**src/vmc_pkg.sv**
```systemverilog
// Shared types, codes and sizes of the vending machine controller.
// Used by the top level and by its port checker; depends on nothing.
package vmc_pkg;

    localparam int NUM_CHANNELS = 5;
    localparam int NUM_PRODUCTS = 26;
    localparam int CH_IDX_W     = (NUM_CHANNELS > 1) ? $clog2(NUM_CHANNELS) : 1;
    localparam int PROD_IDX_W   = (NUM_PRODUCTS > 1) ? $clog2(NUM_PRODUCTS) : 1;

    localparam logic [5:0]  CAPACITY_RESET = 6'd50;
    localparam logic [3:0]  PRICE_MAX      = 4'd9;
    localparam logic [6:0]  COUNT_MAX      = 7'd99;
    localparam logic [11:0] DUE_MAX        = 12'd4095;
    localparam logic [3:0]  COIN_ONE       = 4'd1;
    localparam logic [3:0]  COIN_TWO       = 4'd2;
    localparam logic [3:0]  COIN_FIVE      = 4'd5;

    localparam logic [1:0] ADDR_CAPACITY = 2'd0;

    typedef enum logic [2:0] {
        CMD_PLACE  = 3'd0,
        CMD_SELECT = 3'd1,
        CMD_END    = 3'd2,
        CMD_COIN   = 3'd3,
        CMD_QUIT   = 3'd4
    } cmd_t;

    typedef enum logic [3:0] {
        ST_OK             = 4'd0,
        ST_BAD_CHANNEL    = 4'd1,
        ST_OTHER_PRODUCT  = 4'd2,
        ST_PRICE          = 4'd3,
        ST_CAPACITY       = 4'd4,
        ST_SHORT          = 4'd5,
        ST_NOT_IN_CHANNEL = 4'd6,
        ST_BAD_COIN       = 4'd7,
        ST_WRONG_PHASE    = 4'd8,
        ST_PAID           = 4'd9,
        ST_FINISHED       = 4'd10
    } status_t;

    // Phase codes as they appear on the result beat.
    localparam logic [1:0] PHC_LOAD   = 2'd0;
    localparam logic [1:0] PHC_SELECT = 2'd1;
    localparam logic [1:0] PHC_PAY    = 2'd2;
    localparam logic [1:0] PHC_STOP   = 2'd3;

    typedef enum logic [3:0] {
        PH_LOAD   = 4'b0001,
        PH_SELECT = 4'b0010,
        PH_PAY    = 4'b0100,
        PH_STOP   = 4'b1000
    } phase_t;

    function automatic logic [1:0] phase_code(input phase_t ph);
        logic [1:0] code;
        case (ph)
            PH_LOAD:   code = PHC_LOAD;
            PH_SELECT: code = PHC_SELECT;
            PH_PAY:    code = PHC_PAY;
            PH_STOP:   code = PHC_STOP;
            default:   code = PHC_STOP;
        endcase
        return code;
    endfunction

endpackage

```
**src/vending_machine_controller_top.sv**
```systemverilog
// Top level of the vending machine controller: command stream in, result stream out,
// capacity register on an APB-style port. Depends on vmc_pkg.

// The controller takes one command beat per cycle on the s_ stream while the result side
// is not stalled, and answers every command with exactly one result beat on the m_
// stream. A command first lands in an input register; once the result register is free,
// one pass of table logic checks it against the channel, price and payment state,
// updates that state and loads the result register. The sustained rate is one command
// per cycle while m_tready is high, set by that single pass; the input and result
// registers let a new command enter while a finished result still waits to be taken.
// Each result reports the status of the command, the phase after it, the amount due,
// the change given when a payment completes, and the stock left in the addressed
// channel. The channel capacity register sits at byte address 0 and should only be
// written while no command is in flight. There is no clearing sequence after reset:
// the reset itself clears the machine state and loads the capacity reset value.
module vending_machine_controller_top (
    input  logic        aclk,
    input  logic        aresetn,
    // Command stream.
    input  logic        s_tvalid,
    output logic        s_tready,
    input  logic [23:0] s_tdata,   // product[4:0], channel[7:5], unit_price[11:8],
                                   // item_count[18:12], coin_value[22:19], zero[23]
    input  logic [2:0]  s_tuser,   // cmd[2:0]
    // Result stream.
    output logic        m_tvalid,
    input  logic        m_tready,
    output logic [23:0] m_tdata,   // phase[1:0], amount_due[13:2], change_out[16:14],
                                   // channel_stock[22:17], zero[23]
    output logic [3:0]  m_tuser,   // status[3:0]
    // Configuration port.
    input  logic        psel,
    input  logic        penable,
    input  logic        pwrite,
    input  logic [1:0]  paddr,
    input  logic [31:0] pwdata,
    output logic [31:0] prdata,
    output logic        pready
);
    import vmc_pkg::*;

    // Configuration register.
    logic [5:0] capacity_reg;

    // Input register.
    logic       in_valid_reg;
    logic [2:0] cmd_reg;
    logic [4:0] prod_reg;
    logic [2:0] ch_reg;
    logic [3:0] price_reg;
    logic [6:0] n_reg;
    logic [3:0] coin_reg;

    // Result register.
    logic        out_valid_reg;
    logic [3:0]  status_reg;
    logic [1:0]  phase_out_reg;
    logic [11:0] due_out_reg;
    logic [2:0]  change_reg;
    logic [5:0]  stock_out_reg;

    // Machine state.
    phase_t     phase_reg, phase_next;
    logic [4:0] chan_prod_reg  [NUM_CHANNELS];
    logic       chan_used_reg  [NUM_CHANNELS];
    logic [5:0] chan_cnt_reg   [NUM_CHANNELS];
    logic [3:0] prod_price_reg [NUM_PRODUCTS];
    logic [11:0] due_reg, due_next;
    logic [12:0] paid_reg, paid_next;
    logic [8:0]  stock_total_reg, stock_total_next;

    // Handshake control.
    logic advance;
    logic fire;

    // Combinational results of the current command.
    logic                  ch_ok;
    logic                  prod_ok;
    logic [CH_IDX_W-1:0]   ch_idx;
    logic [PROD_IDX_W-1:0] prod_idx;
    logic [4:0]            prod_sel;
    logic                  used_sel;
    logic [5:0]            cnt_sel;
    logic [3:0]            price_sel;
    logic [7:0]            fill_sum;
    logic [9:0]            cost;
    logic [12:0]           due_sum;
    logic [12:0]           paid_sum;
    logic [12:0]           paid_eff;
    logic                  settle;
    logic                  chan_wr;
    logic                  price_wr;
    logic [5:0]            cnt_new;
    status_t               status_next;
    logic [2:0]            change_next;
    logic [5:0]            stock_next;

    assign advance  = !out_valid_reg || m_tready;
    assign fire     = in_valid_reg && advance;
    assign s_tready = !in_valid_reg || advance;

    assign m_tvalid = out_valid_reg;
    assign m_tuser  = status_reg;
    assign m_tdata  = {1'b0, stock_out_reg, change_reg, due_out_reg, phase_out_reg};

    // APB port: always ready, one register.
    assign pready = 1'b1;
    assign prdata = (paddr == ADDR_CAPACITY) ? {26'd0, capacity_reg} : 32'd0;

    always_ff @(posedge aclk) begin
        if (!aresetn) begin
            capacity_reg <= CAPACITY_RESET;
        end else if (psel && penable && pwrite && pready && paddr == ADDR_CAPACITY) begin
            capacity_reg <= pwdata[5:0];
        end
    end

    // Input register stage.
    always_ff @(posedge aclk) begin
        if (!aresetn) begin
            in_valid_reg <= 1'b0;
        end else if (s_tready) begin
            in_valid_reg <= s_tvalid;
        end
    end

    always_ff @(posedge aclk) begin
        if (s_tvalid && s_tready) begin
            cmd_reg   <= s_tuser;
            prod_reg  <= s_tdata[4:0];
            ch_reg    <= s_tdata[7:5];
            price_reg <= s_tdata[11:8];
            n_reg     <= s_tdata[18:12];
            coin_reg  <= s_tdata[22:19];
        end
    end

    // Table lookups for the addressed channel and product.
    assign ch_ok     = (int'(ch_reg) >= 1) && (int'(ch_reg) <= NUM_CHANNELS);
    assign prod_ok   = int'(prod_reg) < NUM_PRODUCTS;
    assign ch_idx    = CH_IDX_W'(ch_reg - 3'd1);
    assign prod_idx  = PROD_IDX_W'(prod_reg);
    assign prod_sel  = ch_ok ? chan_prod_reg[ch_idx] : 5'd0;
    assign used_sel  = ch_ok ? chan_used_reg[ch_idx] : 1'b0;
    assign cnt_sel   = ch_ok ? chan_cnt_reg[ch_idx] : 6'd0;
    assign price_sel = prod_ok ? prod_price_reg[prod_idx] : 4'd0;
    assign fill_sum  = {2'b00, cnt_sel} + {1'b0, n_reg};
    assign cost      = 10'(price_sel) * 10'(n_reg[5:0]);
    assign due_sum   = {1'b0, due_reg} + 13'(cost);
    assign paid_sum  = paid_reg + 13'(coin_reg);

    // One pass over the command: checks in priority order, then the state update.
    always_comb begin
        phase_next       = phase_reg;
        due_next         = due_reg;
        paid_next        = paid_reg;
        stock_total_next = stock_total_reg;
        status_next      = ST_WRONG_PHASE;
        settle           = 1'b0;
        paid_eff         = paid_reg;
        chan_wr          = 1'b0;
        price_wr         = 1'b0;
        cnt_new          = cnt_sel;
        change_next      = 3'd0;

        if (phase_reg == PH_STOP) begin
            status_next = ST_FINISHED;
        end else if (cmd_reg == CMD_QUIT) begin
            phase_next  = PH_STOP;
            status_next = ST_FINISHED;
        end else begin
            case (cmd_reg)
                CMD_PLACE: begin
                    if (phase_reg == PH_LOAD) begin
                        if (!prod_ok) begin
                            status_next = ST_NOT_IN_CHANNEL;
                        end else if (!ch_ok) begin
                            status_next = ST_BAD_CHANNEL;
                        end else if (used_sel && prod_sel != prod_reg) begin
                            status_next = ST_OTHER_PRODUCT;
                        end else if (price_reg > PRICE_MAX) begin
                            status_next = ST_PRICE;
                        end else if (price_sel != 4'd0 && price_sel != price_reg) begin
                            status_next = ST_PRICE;
                        end else if (n_reg > COUNT_MAX) begin
                            status_next = ST_CAPACITY;
                        end else if (fill_sum > {2'b00, capacity_reg}) begin
                            status_next = ST_CAPACITY;
                        end else begin
                            status_next      = ST_OK;
                            chan_wr          = 1'b1;
                            price_wr         = 1'b1;
                            cnt_new          = fill_sum[5:0];
                            stock_total_next = stock_total_reg + 9'(n_reg);
                        end
                    end
                end
                CMD_SELECT: begin
                    if (phase_reg == PH_SELECT) begin
                        if (!prod_ok) begin
                            status_next = ST_NOT_IN_CHANNEL;
                        end else if (!ch_ok) begin
                            status_next = ST_BAD_CHANNEL;
                        end else if (!used_sel || prod_sel != prod_reg) begin
                            status_next = ST_NOT_IN_CHANNEL;
                        end else if (n_reg > {1'b0, cnt_sel}) begin
                            status_next = ST_SHORT;
                        end else begin
                            status_next      = ST_OK;
                            chan_wr          = 1'b1;
                            cnt_new          = cnt_sel - n_reg[5:0];
                            stock_total_next = stock_total_reg - 9'(n_reg);
                            due_next         = (due_sum > {1'b0, DUE_MAX}) ? DUE_MAX
                                                                           : due_sum[11:0];
                        end
                    end
                end
                CMD_END: begin
                    if (phase_reg == PH_LOAD) begin
                        phase_next  = PH_SELECT;
                        status_next = ST_OK;
                    end else if (phase_reg == PH_SELECT) begin
                        paid_next = 13'd0;
                        paid_eff  = 13'd0;
                        if (due_reg == 12'd0) begin
                            settle = 1'b1;
                        end else begin
                            phase_next  = PH_PAY;
                            status_next = ST_OK;
                        end
                    end
                end
                CMD_COIN: begin
                    if (phase_reg == PH_PAY) begin
                        if (coin_reg != COIN_ONE && coin_reg != COIN_TWO &&
                            coin_reg != COIN_FIVE) begin
                            status_next = ST_BAD_COIN;
                        end else begin
                            paid_next = paid_sum;
                            paid_eff  = paid_sum;
                            if (paid_sum >= {1'b0, due_reg}) begin
                                settle = 1'b1;
                            end else begin
                                status_next = ST_OK;
                            end
                        end
                    end
                end
                default: begin
                    status_next = ST_WRONG_PHASE;
                end
            endcase
        end

        // Payment completes: hand back the change and clear the running totals.
        if (settle) begin
            status_next = ST_PAID;
            change_next = (paid_eff >= {1'b0, due_reg}) ? 3'(paid_eff - {1'b0, due_reg})
                                                        : 3'd0;
            due_next    = 12'd0;
            paid_next   = 13'd0;
            phase_next  = (stock_total_reg == 9'd0) ? PH_STOP : PH_SELECT;
        end

        stock_next = ch_ok ? cnt_new : 6'd0;
    end

    // State update and result register.
    always_ff @(posedge aclk) begin
        if (!aresetn) begin
            phase_reg       <= PH_LOAD;
            due_reg         <= 12'd0;
            paid_reg        <= 13'd0;
            stock_total_reg <= 9'd0;
            for (int i = 0; i < NUM_CHANNELS; i++) begin
                chan_prod_reg[i] <= 5'd0;
                chan_used_reg[i] <= 1'b0;
                chan_cnt_reg[i]  <= 6'd0;
            end
            for (int j = 0; j < NUM_PRODUCTS; j++) begin
                prod_price_reg[j] <= 4'd0;
            end
        end else if (fire) begin
            phase_reg       <= phase_next;
            due_reg         <= due_next;
            paid_reg        <= paid_next;
            stock_total_reg <= stock_total_next;
            if (chan_wr) begin
                chan_prod_reg[ch_idx] <= prod_reg;
                chan_used_reg[ch_idx] <= 1'b1;
                chan_cnt_reg[ch_idx]  <= cnt_new;
            end
            if (price_wr) begin
                prod_price_reg[prod_idx] <= price_reg;
            end
        end
    end

    always_ff @(posedge aclk) begin
        if (!aresetn) begin
            out_valid_reg <= 1'b0;
        end else if (advance) begin
            out_valid_reg <= in_valid_reg;
        end
    end

    always_ff @(posedge aclk) begin
        if (fire) begin
            status_reg    <= status_next;
            phase_out_reg <= phase_code(phase_next);
            due_out_reg   <= due_next;
            change_reg    <= change_next;
            stock_out_reg <= stock_next;
        end
    end

endmodule

```
**config.mk**
```make
export PLATFORM = sky130hd
export DESIGN_NAME = vending_machine_controller_top
export DESIGN_NICKNAME = d
export VERILOG_FILES = /design/src/vmc_pkg.sv /design/src/vending_machine_controller_top.sv
export SDC_FILE = /design/constraint.sdc
export NUM_CORES = 1
export LEC_CHECK = 0
export ABC_AREA = 1
export CAP_MARGIN = 20
export CORE_ASPECT_RATIO = 1.75
export CORE_UTILIZATION = 46
export DETAILED_ROUTE_END_ITERATION = 16
export DONT_BUFFER_PORTS = 1
export MAX_ROUTING_LAYER = met4
export PLACE_DENSITY = 0.71
export SETUP_SLACK_MARGIN = 0.3
export SLEW_MARGIN = 0
export SYNTH_ARGS = -nofsm -noshare
export SYNTH_HDL_FRONTEND = slang
export SYNTH_SLANG_ARGS = --single-unit
```
**constraint.sdc**
```tcl
create_clock -name aclk -period 9.4 [get_ports aclk]
set_input_delay 0.94 -clock aclk [delete_from_list [all_inputs] [get_ports aclk]]
set_output_delay 0.94 -clock aclk [all_outputs]
set_load 0.01 [all_outputs]
```
### Word-level counts from Yosys, hierarchy flattened

Memories as Yosys holds them, arrays and structs flattened. A register that Yosys moved wholly into a read port is not among the register bits.
Index checks and enable logic that the tools add are counted.

* RAM bits: 164
* memories: 4
* logic and storage cells: 236
* input bits: 68
* output and inout port bits: 63
* register bits after elaboration: 99

* reduce and logical (&&, ||, !) cells: 29
* mux-type cells: 134
* $add $sub $neg: 8
* magnitude comparators: 10
* equal/unequal tests: 29
* multipliers: 1
* bitwise logic cells: 2

Memories
* prod_price_reg: depth 26, width 4, rd ports 1, clocked after Yosys merged registers in 1, write ports 26, RTL line vending_machine_controller_top.sv:67 `logic [3:0] prod_price_reg [NUM_PRODUCTS];`
* chan_cnt_reg: depth 5, width 6, rd ports 1, clocked after Yosys merged registers in 0, write ports 5, RTL line vending_machine_controller_top.sv:66 `logic [5:0] chan_cnt_reg [NUM_CHANNELS];`
* chan_prod_reg: depth 5, width 5, rd ports 1, clocked after Yosys merged registers in 0, write ports 5, RTL line vending_machine_controller_top.sv:64 `logic [4:0] chan_prod_reg [NUM_CHANNELS];`
* chan_used_reg: depth 5, width 1, rd ports 1, clocked after Yosys merged registers in 0, write ports 5, RTL line vending_machine_controller_top.sv:65 `logic chan_used_reg [NUM_CHANNELS];`

Operator list (number)
* $mux W12: 10
* $mux W9: 13
* $mux W6: 18
* $mux W13: 7
* $mux W4: 18
* $mux W3: 14
* $mux W1: 41
* $ge A13 B12 Y1: 2
* $ne A2 B2 Y1 const B: 13
* $pmux W13 S2: 1
* $mux W5: 4
* $pmux W9 S2: 1
* $reduce_and A17 Y1: 1
* $pmux W4 S4: 1
* $add A12 B10 Y13: 1
* $add A13 B4 Y13: 1
* $gt A13 B12 Y1 const B: 1
* $logic_not A12 Y1: 1
* $pmux W6 S2: 1
* $logic_and A1 B1 Y1: 10
* $mul A4 B6 Y10: 1
* $add A9 B7 Y9: 1
* $logic_not A9 Y1: 1
* $sub A9 B7 Y9: 1
* other kinds (39): 50

### Logic depth before layout (Yosys ltp)

* word-level depth: 22
* gate-level depth with buffers: 34
* depth with buffers taken out: 32

### Worst setup path after synthesis

OpenSTA, ideal clock, no wires.

* kind: reg-to-reg
* start: reg ch_reg[0]
* end: mem chan_cnt_reg[5][0], enable pin
* setup slack: 3840 ps
* period minus slack after synthesis: 5560 ps
* library setup time: 379 ps
* required time: 9021 ps
* stages on the path, launching flop included: 28
* data arrival time: 5181 ps
* path buffers: 3
* cells stage by stage: edfxtp_1 > buf_4 > inv_4 > buf_4 > ha_1 > inv_1 > buf_2 > nor3_1 > inv_1 > o22ai_1 > nor2_1 > o211ai_1 > nor2_1 > inv_1 > fa_1 > o31ai_2 > xor2_1 > ha_1 > and3_1 > o21ai_0 > a21boi_0 > nor3_1 > nand3_1 > nor3_1 > nand4_4 > nand2_1 > nand2_1 > nor2_1

RTL lines
* start, declared: RTL line vending_machine_controller_top.sv:49 `logic [2:0] ch_reg;`
* start signal, assigned: RTL line vending_machine_controller_top.sv:131 `ch_reg <= s_tdata[7:5];`
* end, declared: RTL line vending_machine_controller_top.sv:66

==> results.toml <==
[run_status]
run_status = "finished, violations left"
violations = "design-rule violations"

[timing]
hold_viol_final = 0
grt_setup_unrepaired = "false"
finalCritPeriodShare_pct = 82.80
setup_ws_ns = 1.616
period_needed_ns = 7.784
setup-violations-final = 0
fmax_mhz = 128.5
report.final.slew_viol_count = 0
slew_headroom_pct = 33.73
tightest_slew_ns = 0.9926
fin_skew_ns = 0.01889
finalSetupTns_ns = 0

[clocking]
root_buffer = "clkbuf_16"
cts_max_level = 1
ctsHoldBuffers = 0
cts_buffers = 30
clkLatencyLatePin_ns = 0.57
cts_resized = 0
cts_setup_buffers = 0
cts.sinks = 328
cts_tree = "done"
clockBufferDepth = 3
clk_pin_slew_ns = 0.07

[global_route]
grt_max_degree = 66
grt_usage_pct = 24.04
grt_busiest_layer = "met2"
grt_pass1_wl_um = 72600
gr-usage-met1_pct = 22.39
groute.layer.met2.usage_pct = 46.55
gr-usage-met3_pct = 2.256
grt_pass1_vias = 14220
antenna_found_initial = 0
gr-total-overflow = 0

[finish]
finalNetCount = 2233
drive_gt1_share_pct = 4.556
synthToLayoutAreaGrowth_pct = 7.961
fill_cells = 3528
antenna_cells = 0
largest_reg_flops = 128

[route]
drt_iter0_drc = 813
antenna_left = 0
wire_per_inst_um = 18.26
drc = 10
first_pass_iters = 11
vias = 14100
wirelength_um = 46930
via_per_inst = 5.488

[placed_design]
portBuffers = 0
dp_slack_ns = 1.693
gp_congestion = 0.9160
dpl.hpwl_um = 34230

[critical_path]
crit_path_end_kind = "flop"
critical_path_peak_fanout = 27
cp_num_buf_inv = 5
cp.arrival_ns = 7.99
crit_required_ns = 9.61
critical_path_class = "reg -> reg"
start_kind = "flop"
path_delay_family = "simple AND/OR/NAND/NOR gates"
cpPeakStageDelay_ns = 0.64
slowest_stage = "nand2_1"

[pwr]
ir_worst_vdd_uv = 139.3
leakagePower_nw = 8.476
powerDensity_nw_per_um2 = 182.3

[synthesis]
syn_inst = 2062
synthArstFlopShare_pct = 0
ys_seq_area_share_pct = 51.09
netlist_area_um2 = 18120
synth.distinct_cells = 50
ys.flop_type = "edfxtp_1"
synth_edf_count = 269
syn_area_per_cell_um2 = 8.788
ys_seq_elements = 328
yosysWarnings = 0

[floorplan]
rows = 95
die_x_um = 152.0
pin_count = 131
initial_core_util_pct = 46.91
dieArea_um2 = 40220
die_h_um = 264.6
core-area_um2 = 38630

[worst_hold_path]
worst_hold_path_type = "reg -> reg"

[job]
drv_cap = 0
==> final timing paths <==
check              startpoint                   to  slack (ns)  depth (start not counted)
max reg2reg         ch_reg[0]  chan_prod_reg[2][2]        1.62                         25
min reg2reg  chan_used_reg[3]     chan_used_reg[3]        0.44                          2
max                 ch_reg[0]  chan_prod_reg[2][2]        1.62                         25
min          chan_used_reg[3]     chan_used_reg[3]        0.44                          2
==> metal layers <==
layer | wire length, um | part of all wire (%)
met1 | 15850 | 34
met2 | 25990 | 55
met3 | 2030 | 4.3
met4 | 3062 | 6.5
met5 | 0 | 0
==> stage by stage <==
step	area [um^2]	util, %	power [mW]	hold slack, ns	cells
after floorplan	18310	-	2.140	0.4029	2112
after global placement	18490	47.86	2.281	0.4155	2513
after detailed placement	18490	47.86	2.294	0.4322	2513
after CTS	19540	50.59	3.579	0.4369	2569
after global routing	19560	50.64	3.713	0.4412	2570
final	19560	50.64	3.567	0.4434	2570
==> report_power, final <==
| part | switching (mW) | total [mW] | internal [mW] |
|---|---|---|---|
| clock network | 0.539 | 1.29 | 0.756 |
| registers | 0.0387 | 1.67 | 1.63 |
| logic | 0.417 | 0.607 | 0.191 |
==> cells by family after synthesis <==
kind of cell	count (synthesis)	synth area share, %
xor gates and xnor gates	35	1.692
AOI/OAI and AO/OA	264	8.210
other	2	0.04144
adders and majority gates	104	8.009
buffers and inverters	322	7.568
DFF	328	51.09
and+or+nand+nor	1007	23.39
==> final cells by class <==
type | count | area (um^2) | share of cell area (%)
flip-flops and latches | 328 | 9260 | 47.33
multi-input cells | 1462 | 7679 | 39.25
clock buffers | 41 | 864.6 | 4.419
inverters | 225 | 847.1 | 4.330
well taps | 485 | 606.8 | 3.102
clock inverters | 15 | 188.9 | 0.9657
repair buffers | 14 | 117.6 | 0.6012
==> worst register-to-register path: cells and delay by family, from the launching register on <==
kind,cells,cell delay (ns)
compound gates,5,0.81
xor+xnor,1,0.26
fa+ha+maj,3,1.29
buf+inv,5,1.42
flops,1,0.33
simple gates,11,3.30
==> Yosys cell counts (3+ instances only) <==
cell type,n,area (um^2)
o2111ai_1,4,35.03
fa_1,20,400.4
inv_1,213,799.5
nor2_4,3,33.78
clkbuf_1,35,131.4
a31oi_1,5,31.28
buf_2,29,145.1
a21o_1,3,22.52
xnor2_1,4,35.03
nor2_1,300,1126
o21ai_0,69,345.3
o22ai_1,26,162.7
clkinv_1,5,18.77
o21bai_1,4,30.03
nor4_1,4,25.02
dfxtp_1,59,1181
nand3_2,6,60.06
o211ai_1,21,157.7
edfxtp_1,269,8078
xor2_1,31,271.5
ha_1,84,1051
nand3b_1,6,45.04
buf_4,33,247.7
inv_2,6,22.52
or2_2,8,50.05
nand2_1,452,1697
o21ai_1,14,70.07
nor3_1,27,135.1
a21oi_1,106,530.5
nand3_1,167,835.8
nand4_1,24,150.1
==> layout by cell type, fill, tap and decap left out, types with 26 or more instances in the layout <==
cell         n
a21oi_1    106
clkbuf_16   32
conb_1      52
dfxtp_1     58
edfxtp_1   269
ha_1        84
inv_1      211
nand2_1    452
nand3_1    167
nor2_1     300
nor3_1      27
o21ai_0     69
o22ai_1     26
xor2_1      31
(Power assumes the default switching activity.)
